[config.mk]
export PLATFORM = sky130hd
export DESIGN_NAME = bpor_front
export DESIGN_NICKNAME = d
export VERILOG_FILES = /design/src/rtl/bpor_pkg.sv /design/src/rtl/bpor_front.sv
export SDC_FILE = /design/constraint.sdc
export NUM_CORES = 2
export LEC_CHECK = 0
export BUFFER_PORTS_ARGS = -buffer_cell sky130_fd_sc_hd__buf_4
export CAP_MARGIN = 40
export CORE_MARGIN = 1.5
export CORE_UTILIZATION = 35
export CTS_CLUSTER_SIZE = 12
export DETAILED_ROUTE_END_ITERATION = 10
export PLACE_DENSITY_LB_ADDON = 0.2
export SYNTH_ARGS = -nofsm -noshare
export SYNTH_HDL_FRONTEND = slang
export SYNTH_SLANG_ARGS = --single-unit
export TNS_END_PERCENT = 10
[constraint.sdc]
create_clock -name clk -period 20 [get_ports clk]
set_input_delay 1 -clock clk [delete_from_list [all_inputs] [get_ports clk]]
set_output_delay 1 -clock clk [all_outputs]
set_load 0.005 [all_outputs]
[src/rtl/bpor_pkg.sv]
// Shared types and constants for the best-price order router.
// No dependencies.
package bpor_pkg;

	localparam int MaxQuotesDef = 16;
	localparam int ResultCap    = 16;
	localparam logic [20:0] SlipScale = 21'd1000000;

	typedef enum logic [1:0] {
		ST_FILLED  = 2'd0,
		ST_NOQUOTE = 2'd1,
		ST_PARTIAL = 2'd2
	} route_status_t;

	// one stored quote entry
	typedef struct packed {
		logic [7:0]         venue;
		logic [31:0]        bid;
		logic [31:0]        ask;
		logic [23:0]        bid_qty;
		logic [23:0]        ask_qty;
		logic signed [15:0] fee;
	} quote_t;

	// one order request queued between front and back
	typedef struct packed {
		logic [23:0] qty;
		logic        buy;
		logic [31:0] arrival;
	} order_t;

endpackage

[src/rtl/bpor_front.sv]
// Front end: accepts requests, loads quotes, queues orders to the back end.
// Depends on bpor_pkg.
module bpor_front #(
	parameter int MAX_QUOTES = bpor_pkg::MaxQuotesDef,
	localparam int IW = (MAX_QUOTES > 1) ? $clog2(MAX_QUOTES) : 1,
	localparam int CW = $clog2(MAX_QUOTES + 1)
) (
	input  logic                 clk,
	input  logic                 arst_n,
	input  logic                 acc,
	input  logic                 req_type,
	input  bpor_pkg::quote_t     quote_in,
	input  bpor_pkg::order_t     order_in,
	input  logic                 deq,
	input  logic                 clr,
	input  logic [IW-1:0]        rd_idx,
	output bpor_pkg::quote_t     rd_quote,
	output logic                 ord_valid,
	output bpor_pkg::order_t     ord,
	output logic [CW-1:0]        count
);

	bpor_pkg::quote_t mem [MAX_QUOTES];
	logic [CW-1:0] count_q;

	// quote store, written in load order
	always_ff @(posedge clk) begin
		if (acc && !req_type && count_q < CW'(MAX_QUOTES))
			mem[count_q[IW-1:0]] <= quote_in;
		rd_quote <= mem[rd_idx];
	end

	// quote count and order queue of one entry
	always_ff @(posedge clk or negedge arst_n) begin
		if (!arst_n) begin
			count_q   <= '0;
			ord_valid <= 1'b0;
		end else begin
			if (clr)
				count_q <= '0;
			else if (acc && !req_type && count_q < CW'(MAX_QUOTES))
				count_q <= count_q + CW'(1);
			if (acc && req_type) begin
				ord_valid <= 1'b1;
				ord       <= order_in;
			end else if (deq) begin
				ord_valid <= 1'b0;
			end
		end
	end

	assign count = count_q;

endmodule

==> results.tsv <==
metric	value	unit
post-synth top area share	0.7696	
clock sinks	2375	
largest cells by area after synthesis	edfxtp_1 (77%), mux4_2 (9.8%), dfxtp_1 (3.1%)	
CP required	20760	ps
WP data arrival	4840	ps
unrepaired setup endpoints after global routing	false	
Worst path depth	7	
clock slew at reported path FFs	60	ps
final WL	220.3	mm
full die area	0.2520	mm^2
clk root buf	clkbuf_16	
Unique masters post-synth	36	
first-pass GRT wire length	311.8	mm
Final Setup Violations	0	
Congestion Overflow GR	0	
gr usage total	0.1731	
status	completed	
CTS Buffer Depth	4	
crit-path max FO	98	
cts repair resizes	0	
final net count	4584	
Starting Density	0.3533	
post-route ant nets	0	
CTS Buf Count	277	
Crit Path Class	in -> reg	
Ports	402	
LEAKAGE	33.92	nW
ys flop type	edfxtp_1	
number of global-route vias before repair	41909	
relative slew slack	0.3054	
reg-to-reg endpoint	mem[8][70]$_DFFE_PP_	
#FFs+latches synth	2375	
mean post-synth cell area	23.00	um^2
TritonRoute pass-1 iters	5	
Post-synth EDFFs	2233	
Worst Setup EP	rd_quote[41]$_DFF_P_	
CP delay by family, top	buffers and inverters	
CP startpoint	rd_idx[0]	
H-tree levels	5	
post-synth top area cell	edfxtp_1	
Syn Std Cell Area	0.08713	mm^2
CTS tree	done	
DIE WIDTH	502.0	um
Critical-path top delay cell	buf_4	
worst hold path class	in -> reg	
Slew @ Worst Pin	1042	ps
Yosys warning count	0	
Clock Latency Late Sink	910	ps
number of port buffers	401	
Syn Inst Count	3788	
clock skew	51.77	ps
Die Span Y	502.0	um
FP Rows	182	
Worst setup SP type	primary input	
ys async rst share	0.002526	
Tcrit/Tclk final	0.2040	
total power	10.72	mW
post-synthesis net count	3995	
Seq/Total Area, Yosys	0.8025	
Core Region	0.2466	mm^2
Worst Path Buf+Inv	4	
DR vias	40634	
Post-synth top cells	edfxtp_1 (2233), mux4_2 (378), a22oi_1 (242)	
Slew Viols, Final	0	
final hold vios	0	
r2r worst-path depth	5	
DRC violations left	0	
maxcap violations	0	
power per cell area	103.9	mW/mm^2
initial antenna violation count	37	
drt wl/cell	27.88	um
GPL Wtd Cong	0.6863	
Tmin final	4081	ps
CP max stage delay	770	ps
Layout area overhead	18.46	%
Reg-to-Reg Start	count[4]$_DFFE_PN0P_	
critical-path cell list	buf_8 > buf_4 > buf_12 > buf_4 > mux4_1 > a22oi_1 > nand2_1	
f_max	245.1	MHz
worst ir drop on vdd	0.09153	mV
FF-to-FF setup slack	16020	ps
largest net degree at the start of global routing	135	
count leader, synth	edfxtp_1	
Crit path top cell by count	buf_4	
setup_tns	0	ps
post-DP HPWL	110.6	mm
fill count	21484	
via/cell ratio	5.143	
Worst setup EP type	flop	
layout cell share with drive strength beyond 1	0.2799	
drt initial violations	3496	
-- kinds of logic after synthesis --
kind of cell               after synthesis  share of synthesized area
AOI/OAI and AO/OA                      349                    0.02750
adders and majority gates                4                  0.0005744
and+or+nand+nor                        194                   0.009894
DFF                                   2375                     0.8025
buffers and inverters                  201                    0.01389
xor gates and xnor gates                 3                  0.0003016
muxes                                  662                     0.1453
-- how the worst min path moves through the flow --
stage,from,depth (start not counted),slack [ps],to
3_3_place_gp,ord_valid$_DFFE_PN0P_,2,510,ord_valid$_DFFE_PN0P_
4_1_cts,order_in[40],1,190,ord[40]$_DFFE_PP_
5_1_grt,order_in[23],1,210,ord[23]$_DFFE_PP_
2_1_floorplan,ord_valid$_DFFE_PN0P_,2,520,ord_valid$_DFFE_PN0P_
6_report,order_in[23],1,270,ord[23]$_DFFE_PP_
3_5_place_dp,ord_valid$_DFFE_PN0P_,2,520,ord_valid$_DFFE_PN0P_
-- final cells by class --
type                       count  area, um^2  area share
clock inverter                70       545.5    0.005285
multi-input combinational   1212       16160      0.1566
inverter                       3       11.26   0.0001091
timing repair buffer         508        4477     0.04337
tap                         3312        4144     0.04015
sequential                  2375       69930      0.6775
clock buffer                 412        7929     0.07682
antenna                        9       22.52   0.0002182
-- state kept, by name (all words and copies together), names as in the netlist --
register / flops
ord: 57
ord_valid: 1
count: 5
mem: 2176
rd_quote: 136
-- report_power, final --
part	internal (mW)	total [mW]	switching (mW)	leakage [nW]
Clock	2.82	4.73	1.91	4.14
Combinational	0.202	0.459	0.257	8.43
Sequential	5.49	5.53	0.0361	21.4
Total	8.52	10.7	2.20	33.9
-- per-layer routing --
layer / part of all wire / vias to the layer above / global-route usage
met5: 0.0014 / - / 0
met4: 0.023 / 44 / 0.04535
li1: - / 17243 / -
met3: 0.056 / 422 / 0.03799
met1: 0.44 / 21942 / 0.2372
met2: 0.48 / 983 / 0.2790
-- per-stage QoR --
| stage | hold WS (ps) | std cells | worst slack, ps | area [um^2] | utilization |
|---|---|---|---|---|---|
| floorplan | 517.3 | 3788 | 8522 | 87130 | - |
| global placement | 512.7 | 7384 | 14890 | 94070 | 0.3814 |
| detailed placement | 516.2 | 7409 | 14880 | 94710 | 0.3840 |
| CTS | 193.8 | 7892 | 15840 | 103200 | 0.4184 |
| global route | 210.8 | 7895 | 15590 | 103200 | 0.4185 |
| finish | 272.1 | 7901 | 15920 | 103200 | 0.4185 |
-- worst register-to-register path, stage by stage (launching register included) --
cell	delay (ps)
dfrtp_1	430
nor3b_2	470
nand2_1	350
nor2_4	680
buf_4	800
buf_4	810
-- cell usage in the layout, fill, tap and decap left out, types with 7 or more instances in the layout --
cell type,instances
a22oi_1,242
buf_12,20
buf_16,19
buf_4,464
bufinv_16,7
clkbuf_1,95
clkbuf_16,285
clkbuf_8,32
clkinv_1,23
clkinv_2,26
dfxtp_1,136
diode_2,9
edfxtp_1,2233
inv_6,9
mux2i_1,201
mux4_1,80
mux4_2,378
nand2_1,116
nor2_1,8
nor2_4,13
nor2b_1,25
o21ai_0,70
o22ai_1,24
-- repair_timing --
| action | 4_1_cts | 5_1_grt |
|---|---|---|
| endpoints found under the hold margin | 6 | 0 |
| hold buffers | 1 | 0 |
| setup buffers | 0 | 0 |
Note: power is estimated with default switching activity, not from simulation.
